==> src/hdl/crc32rc_pkg.sv <==
// Shared types, constants and status codes for the CRC-32 record checker.
// No dependencies; imported by every module of the block.
package crc32rc_pkg;

	localparam int CRC_BYTES    = 4;
	localparam int LENGTH_BYTES = 2;
	localparam int HEADER_BYTES = CRC_BYTES + LENGTH_BYTES;

	localparam int CRC_LANE_W = $clog2(CRC_BYTES);
	localparam int LEN_LANE_W = (LENGTH_BYTES > 1) ? $clog2(LENGTH_BYTES) : 1;

	localparam logic [31:0] POLY_RESET   = 32'h82608EDB;
	localparam logic [15:0] BUFLEN_RESET = 16'd256;

	// Configuration register indexes.
	localparam logic CFG_CRC_POLYNOMIAL = 1'b0;
	localparam logic CFG_BUFFER_LENGTH  = 1'b1;

	// Result status codes.
	localparam logic [2:0] ST_MATCH        = 3'd0;
	localparam logic [2:0] ST_MISMATCH     = 3'd1;
	localparam logic [2:0] ST_SHORT_BUFFER = 3'd2;
	localparam logic [2:0] ST_TOO_LONG     = 3'd3;
	localparam logic [2:0] ST_BELOW_CRC    = 3'd4;

	typedef struct packed {
		logic [7:0] byte_value;
		logic       first_byte;
	} in_t;

	typedef struct packed {
		logic [2:0]  status;
		logic [31:0] computed_crc;
		logic [31:0] stored_crc;
		logic [7:0]  record_length;
	} out_t;

	// Decision of the record tracker for the beat it is looking at.
	typedef struct packed {
		logic hit;
		out_t data;
	} verdict_t;

endpackage

==> src/hdl/crc32_record_checker_core.sv <==
// CRC-32 record checker, top level: configuration registers, input register,
// record tracker and result register. Depends on crc32rc_pkg and crc32rc_tracker.
//
// The block checks a stored record streamed one byte per beat from offset 0.
// A beat with first_byte set starts a new record (and drops any record in
// progress). Bytes 0..3 carry the stored CRC little-endian, bytes 4..5 a
// little-endian length field whose low eight bits give the record length L.
// An LSB-first CRC-32 (initial value zero, no final xor, polynomial taken from
// the crc_polynomial register) runs over bytes 4..L-1. One result beat comes
// out per record: on the first byte if buffer_length is below the six-byte
// header, on the last header byte if the record is longer than buffer_length
// or L is below four, and otherwise on byte max(L, 6) - 1 with a match or
// mismatch status. Bytes that arrive with no record open are dropped silently.
// Throughput is one byte per clock cycle: the input register feeds an
// unrolled eight-bit CRC update that is purely combinational, so a new byte
// is taken every cycle unless a result beat is held by result_stall. The
// last byte of a record is captured in the input register, and its verdict
// is then loaded into the result register as soon as that register can take
// it. The result register lets the next bytes keep flowing while a finished
// result waits to be taken. Configuration writes take effect on the next
// cycle and are meant to be made while no record is in flight.
module crc32_record_checker_core (
	input  logic               clk,
	input  logic               arst_n,
	input  logic               item_valid,
	output logic               item_stall,
	input  crc32rc_pkg::in_t   item,
	output logic               result_valid,
	input  logic               result_stall,
	output crc32rc_pkg::out_t  result,
	input  logic               cfg_we,
	input  logic               cfg_index,
	input  logic [31:0]        cfg_data
);
	import crc32rc_pkg::*;

	logic [31:0] poly_q;
	logic [15:0] buflen_q;

	in_t      item_s1;
	logic     valid_s1;
	verdict_t verdict;
	logic     out_ready;
	logic     fire_s1;
	out_t     result_q;
	logic     result_valid_q;

	// Configuration registers.
	always_ff @(posedge clk or negedge arst_n) begin
		if (!arst_n) begin
			poly_q   <= POLY_RESET;
			buflen_q <= BUFLEN_RESET;
		end else if (cfg_we) begin
			unique case (cfg_index)
				CFG_CRC_POLYNOMIAL: poly_q   <= cfg_data;
				CFG_BUFFER_LENGTH:  buflen_q <= cfg_data[15:0];
				default:            poly_q   <= poly_q;
			endcase
		end
	end

	// The result register can take a new beat when it is empty or being drained.
	assign out_ready = !result_valid_q || !result_stall;

	// A byte in the input register moves on unless it makes a result that has
	// nowhere to go yet.
	assign fire_s1    = valid_s1 && (!verdict.hit || out_ready);
	assign item_stall = valid_s1 && !fire_s1;

	always_ff @(posedge clk or negedge arst_n) begin
		if (!arst_n) begin
			valid_s1 <= 1'b0;
		end else if (!item_stall) begin
			valid_s1 <= item_valid;
		end
	end

	always_ff @(posedge clk) begin
		if (!item_stall && item_valid) begin
			item_s1 <= item;
		end
	end

	crc32rc_tracker u_tracker (
		.clk           (clk),
		.arst_n        (arst_n),
		.beat          (item_s1),
		.beat_valid    (valid_s1),
		.advance       (fire_s1),
		.poly          (poly_q),
		.buffer_length (buflen_q),
		.verdict       (verdict)
	);

	// Result register.
	always_ff @(posedge clk or negedge arst_n) begin
		if (!arst_n) begin
			result_valid_q <= 1'b0;
		end else if (out_ready) begin
			result_valid_q <= verdict.hit;
		end
	end

	always_ff @(posedge clk) begin
		if (out_ready && verdict.hit) begin
			result_q <= verdict.data;
		end
	end

	assign result_valid = result_valid_q;
	assign result       = result_q;

endmodule

==> src/hdl/crc32rc_byte_update.sv <==
// Eight-bit LSB-first CRC-32 update with a programmable reflected polynomial.
// Imports crc32rc_pkg, though it uses nothing from it; purely combinational.
module crc32rc_byte_update (
	input  logic [31:0] crc,
	input  logic [7:0]  data,
	input  logic [31:0] poly,
	output logic [31:0] crc_next
);
	import crc32rc_pkg::*;

	always_comb begin
		logic [31:0] c;
		logic        fb;
		c = crc;
		for (int n = 0; n < 8; n++) begin
			fb = c[0] ^ data[n];
			c  = {1'b0, c[31:1]} ^ (fb ? poly : 32'h0);
		end
		crc_next = c;
	end

endmodule

==> src/hdl/crc32rc_tracker.sv <==
// Record state (CRC, header fields, byte position) and the per-beat verdict.
// Depends on crc32rc_pkg and crc32rc_byte_update.
module crc32rc_tracker (
	input  logic                  clk,
	input  logic                  arst_n,
	input  crc32rc_pkg::in_t      beat,
	input  logic                  beat_valid,
	input  logic                  advance,
	input  logic [31:0]           poly,
	input  logic [15:0]           buffer_length,
	output crc32rc_pkg::verdict_t verdict
);
	import crc32rc_pkg::*;

	logic [31:0] crc_q;
	logic [31:0] hcrc_q;
	logic [15:0] lenf_q;
	logic [7:0]  pos_q;
	logic        active_q;

	logic [31:0] crc0, hcrc0, hcrc1, crc1, crc_upd;
	logic [15:0] lenf0, lenf1;
	logic [7:0]  pos0, len, last;
	logic        act0, short_buf, work, crc_en, at_hdr_end, done;
	logic [CRC_LANE_W-1:0] crc_lane;
	logic [LEN_LANE_W-1:0] len_lane;
	logic [7:0]  len_off;

	crc32rc_byte_update u_upd (
		.crc      (crc0),
		.data     (beat.byte_value),
		.poly     (poly),
		.crc_next (crc_upd)
	);

	always_comb begin
		// A first byte restarts the record from a clean header.
		crc0  = beat.first_byte ? 32'h0 : crc_q;
		hcrc0 = beat.first_byte ? 32'h0 : hcrc_q;
		lenf0 = beat.first_byte ? 16'h0 : lenf_q;
		pos0  = beat.first_byte ? 8'h0 : pos_q;
		act0  = beat.first_byte | active_q;

		short_buf = beat.first_byte && (buffer_length < 16'(HEADER_BYTES));
		work      = act0 && !short_buf;

		crc_lane = pos0[CRC_LANE_W-1:0];
		len_off  = pos0 - 8'(CRC_BYTES);
		len_lane = len_off[LEN_LANE_W-1:0];

		hcrc1 = hcrc0;
		if (pos0 < 8'(CRC_BYTES)) begin
			hcrc1[8*crc_lane +: 8] = beat.byte_value;
		end
		lenf1 = lenf0;
		if (pos0 >= 8'(CRC_BYTES) && pos0 < 8'(HEADER_BYTES)) begin
			lenf1[8*len_lane +: 8] = beat.byte_value;
		end

		len    = lenf1[7:0];
		crc_en = (pos0 >= 8'(CRC_BYTES)) && (pos0 < len);
		crc1   = crc_en ? crc_upd : crc0;

		at_hdr_end = (pos0 == 8'(HEADER_BYTES - 1));
		last       = ((len > 8'(HEADER_BYTES)) ? len : 8'(HEADER_BYTES)) - 8'd1;
		done       = (pos0 >= 8'(HEADER_BYTES - 1)) && (pos0 >= last);

		verdict = '0;
		priority if (short_buf) begin
			verdict.hit         = 1'b1;
			verdict.data.status = ST_SHORT_BUFFER;
		end else if (!work) begin
			verdict.hit = 1'b0;
		end else if (at_hdr_end && (buffer_length < {8'h0, len})) begin
			verdict.hit                = 1'b1;
			verdict.data.status        = ST_TOO_LONG;
			verdict.data.stored_crc    = hcrc1;
			verdict.data.record_length = len;
		end else if (at_hdr_end && (len < 8'(CRC_BYTES))) begin
			verdict.hit                = 1'b1;
			verdict.data.status        = ST_BELOW_CRC;
			verdict.data.stored_crc    = hcrc1;
			verdict.data.record_length = len;
		end else if (done) begin
			verdict.hit                = 1'b1;
			verdict.data.status        = (crc1 == hcrc1) ? ST_MATCH : ST_MISMATCH;
			verdict.data.computed_crc  = crc1;
			verdict.data.stored_crc    = hcrc1;
			verdict.data.record_length = len;
		end else begin
			verdict.hit = 1'b0;
		end
		verdict.hit = verdict.hit & beat_valid;
	end

	always_ff @(posedge clk or negedge arst_n) begin
		if (!arst_n) begin
			crc_q    <= '0;
			hcrc_q   <= '0;
			lenf_q   <= '0;
			pos_q    <= '0;
			active_q <= 1'b0;
		end else if (advance) begin
			if (short_buf) begin
				active_q <= 1'b0;
			end else if (work) begin
				crc_q    <= crc1;
				hcrc_q   <= hcrc1;
				lenf_q   <= lenf1;
				pos_q    <= verdict.hit ? pos0 : pos0 + 8'd1;
				active_q <= !verdict.hit;
			end
		end
	end

endmodule

==> config.mk <==
export PLATFORM = sky130hd
export DESIGN_NAME = crc32_record_checker_core
export DESIGN_NICKNAME = d
export VERILOG_FILES = /design/src/hdl/crc32rc_pkg.sv /design/src/hdl/crc32_record_checker_core.sv /design/src/hdl/crc32rc_byte_update.sv /design/src/hdl/crc32rc_tracker.sv
export SDC_FILE = /design/constraint.sdc
export NUM_CORES = 1
export LEC_CHECK = 0
export BUFFER_PORTS_ARGS = -buffer_cell sky130_fd_sc_hd__buf_2
export CELL_PAD_IN_SITES_DETAIL_PLACEMENT = 1
export CELL_PAD_IN_SITES_GLOBAL_PLACEMENT = 2
export CORE_ASPECT_RATIO = 0.7
export CORE_MARGIN = 2
export CORE_UTILIZATION = 41
export CTS_CLUSTER_DIAMETER = 150
export DETAILED_ROUTE_END_ITERATION = 8
export PLACE_DENSITY = 0.92
export SLEW_MARGIN = 25
export SYNTH_ARGS = -nofsm -noshare
export SYNTH_HDL_FRONTEND = slang
export SYNTH_SLANG_ARGS = --single-unit
export TNS_END_PERCENT = 1
==> constraint.sdc <==
create_clock -name clk -period 20.5 [get_ports clk]
set_input_delay 0 -clock clk [delete_from_list [all_inputs] [get_ports clk]]
set_output_delay 0 -clock clk [all_outputs]
set_load 0.005 [all_outputs]
==> summary.md <==
| Metric | Value |
|---|---|
| Power share of the clock group | 0.147 |
| Final hold violation count | 0 |
| FF+latch area | 5819 um2 |
| H-Tree Depth | 1 |
| Nets | about 2.1k |
| Sw frac | 0.5060 |
| First DRT Iteration DRCs | 1784 |
| Final-report setup violation count | 0 |
| CTS tree | yes |
| CTS buffer count | 23 |
| Syn Nets | a little over 2k |
| Largest net degree at the start of global routing | 89 |
| Non-filler cells, final | 2607 |
| Vias | 16.46k |
| P_int | 1424 uW |
| Startpoint types | register |
| Routability congestion estimate | roughly 0.97 |
| Setup TNS | 0 ns |
| Switching pwr | 1459 uW |
| Antenna cells | 0 |
| Slew Viols, Final | 0 |
| Register area share after synthesis | 0.3527 |
| Post-CTS sizing | 0 |
| Die ar. | about 42000 um2 |
| CTS clk-pin slew, worst paths | 0.07 ns |
| Ys async rst share | 0.6093 |
| Clk Latency, worst-skew pair | 0.55 ns |
| Count of cell types in the netlist | 96 |
| Peak supply drop | 0.08761 mV |
| CTS root buf | clkbuf_16 |
| RSZ-0062 raised after global routing | no |
| Yosys reg bits | around 220 |
| CTS Sinks | 215 |
| Drt pass-1 iters | 5 |
| Pwr dens | between 150 and 200 nW/um2 |
| Top-count cell post-synth | nand2_1 |
| Die height | 171.8 um |
| Fill count | about 4.7k |
| P_leak | 0.007061 uW |
| Grt total ovfl | 0 |
| Max-Cap Viols | 0 |
| Setup crit end kind | register |
| Min Tclk post-route | 8.306 ns |
| Crit share post-route | 0.4052 |
| Final instance area | ~19000 um2 |
| Post-DP HPWL | 49240 um |
| Area growth syn-to-layout | 13.63% |
| Outcome | complete, no violations |
| Placed instance count | 2515 |
| Post-synthesis cell area | 16500 um2 |
| Initial antenna violation count | 2 |
| Final Util | 0.4724 |
| EDFF count, synth | 84 |
| Port-buffer cells | 123 |
| Worst Path Max Fanout | 53 |
| Crit path kind | reg2reg |
| Core ar. | 39690 um2 |
| Largest cells by area after synthesis | dfrtp_1 (18%), edfxtp_1 (15%), xnor2_1 (8.3%), nand2_1 (6.8%), o21ai_0 (5.6%) |
| Sequential share of power | 0.216 |
| Avg Cell Area, Syn | 8.337 um2 |
| Post-synth top flop | dfrtp_1 |
| F_max | about 0.12 GHz |
| Min-Delay Path Class | in2async |
| Relative slew margins | 0.2910 |
| Synthesis Warnings | 0 |
| Max clock buf depth | 3 |
| First-pass GRT wire length | 103200 um |
| Post-CTS Setup Repair Bufs | 0 |
| I/O pin count | 124 |
| CP Data Required Time | around 21 ns |
| Die Width | 243.8 um |
| Vias/cell | ~6.3 |
| DRC | 0 |
| Layout cell share with drive strength beyond 1 | 0.1472 |
| Top cells by count, synth | nand2_1 (301), o21ai_0 (185), nor2_1 (171), xnor2_1 (157), clkbuf_1 (133) |
| Yosys top cell by area | dfrtp_1 |
| Post-Place Cell Area | about 18000 um2 |
| Avg WL per Cell | 26.22 um |
| Slew at the pin closest to its max-slew limit | around 1.1 ns |
| Hold slack | 0.09292 ns |
| Worst Skew | a little under 0.03 ns |
| Yosys top cell area share | 0.1759 |
| Vias in the first global route | 16.22k |
| Initial Utilization | 0.4157 |
| Multi-input logic area | 9977 um2 |
| Antenna viol nets, final | 0 |
| Combinational cell fraction of total power | 0.637 |
| Post-Syn Instances | 1979 |
| WL final | 68360 um |
| Critical path arrival | between 8 and 9 ns |
| Gr usage total | 0.3245 |
| Core Rows | 61 |
power by group through the flow:
stage	combinational, uW	clock (uW)	sequential [uW]
global route	1960	444	627
CTS	1790	429	615
detailed placement	1770	0	622
floorplan	1330	0	554
finish	1840	425	623
global placement	1730	0	619
worst max-delay path, cell delays in order, from the launching register on:
cell      delay [ns]
dfstp_2         0.70
buf_4           0.52
or4bb_1         0.55
o211ai_2        0.13
or3_1           0.24
nand2_1         0.33
o211a_1         0.37
o31ai_2         0.79
a32oi_1         0.27
a31o_2          0.48
and2_4          0.29
o2111a_1        0.56
xnor2_4         0.95
nand3_1         0.23
a21o_1          0.24
a31oi_1         0.29
xor2_1          0.11
or4_1           0.54
o41a_1          0.41
flip-flops by register name, indices dropped and copies added, names as in the netlist:
name and flops:
buflen_q 16, item_s1 9, poly_q 32, result 75, result_valid 1, u_tracker.active_q 1, u_tracker.crc_q 32, u_tracker.hcrc_q 32
u_tracker.lenf_q 8, u_tracker.pos_q 8, valid_s1 1
metrics by stage:
stage	power (uW)	setup slack, ns
3_3_place_gp	2347	12.63
4_1_cts	2834	12.39
6_report	2883	12.19
3_5_place_dp	2394	12.38
5_1_grt	3027	11.72
2_1_floorplan	1886	11.79
layout by cell type (no fill, tap or decap), types with 24 or more instances in the layout:
| cell type | netlist | final |
|---|---|---|
| dlygate4sd3_1 | 0 | 51 |
| a21oi_1 | 99 | 98 |
| xnor2_1 | 157 | 157 |
| nor2_1 | 171 | 169 |
| nand2_1 | 301 | 300 |
| buf_4 | 5 | 42 |
| o211ai_1 | 33 | 33 |
| a31oi_1 | 24 | 24 |
| o21ai_0 | 185 | 185 |
| mux2_2 | 49 | 49 |
| a22oi_1 | 36 | 36 |
| nand3_1 | 65 | 65 |
| dfrtp_1 | 116 | 116 |
| buf_2 | 14 | 122 |
| xor2_1 | 32 | 32 |
| edfxtp_1 | 84 | 84 |
layer usage:
layer,routed length [um],vias up,track usage
met4,2068,0,0.09942
met3,6164,123,0.04931
li1,-,7260,-
met5,0,-,0
met2,29480,788,0.4907
met1,30640,8286,0.4756
cell families (layout without fill, tap and decap cells):
logic type / count (synthesis) / count (layout) / synth area share
adder cells (fa/ha/maj): 23 / 23 / 0.01714
buffers and inverters: 188 / 281 / 0.04633
AND/OR/NAND/NOR: 725 / 725 / 0.2047
XOR/XNOR: 199 / 199 / 0.1128
flip-flops: 215 / 215 / 0.3527
AO/OA/AOI/OAI: 560 / 560 / 0.2208
multiplexers: 69 / 69 / 0.04558
final timing paths:
check,start,end,slack [ns],depth (start not counted)
max,poly_q[0],result[72],12.19,18
max in group asynchronous,arst_n,buflen_q[9],19.02,3
min,arst_n,u_tracker.hcrc_q[16],0.09,2
min reg2reg,u_tracker.hcrc_q[1],u_tracker.hcrc_q[1],0.49,2
min in group clk,item[7],item_s1[7],0.18,2
max reg2reg,poly_q[0],result[72],12.19,18
what timing repair did:
| action | in CTS | in global routing |
|---|---|---|
| hold endpoints to repair | 136 | 0 |
| hold buffers | 51 | 0 |
| setup endpoints to repair | 0 | 0 |
layout make-up:
type / count / area share
timing repair buffer: 217 / 0.07868
clock buffer: 30 / 0.03210
tap: 535 / 0.03570
inverter: 23 / 0.004605
sequential: 215 / 0.3104
clock inverter: 11 / 0.006340
multi-input combinational: 1576 / 0.5322
No activity file was read; power rests on OpenSTA's default activity.
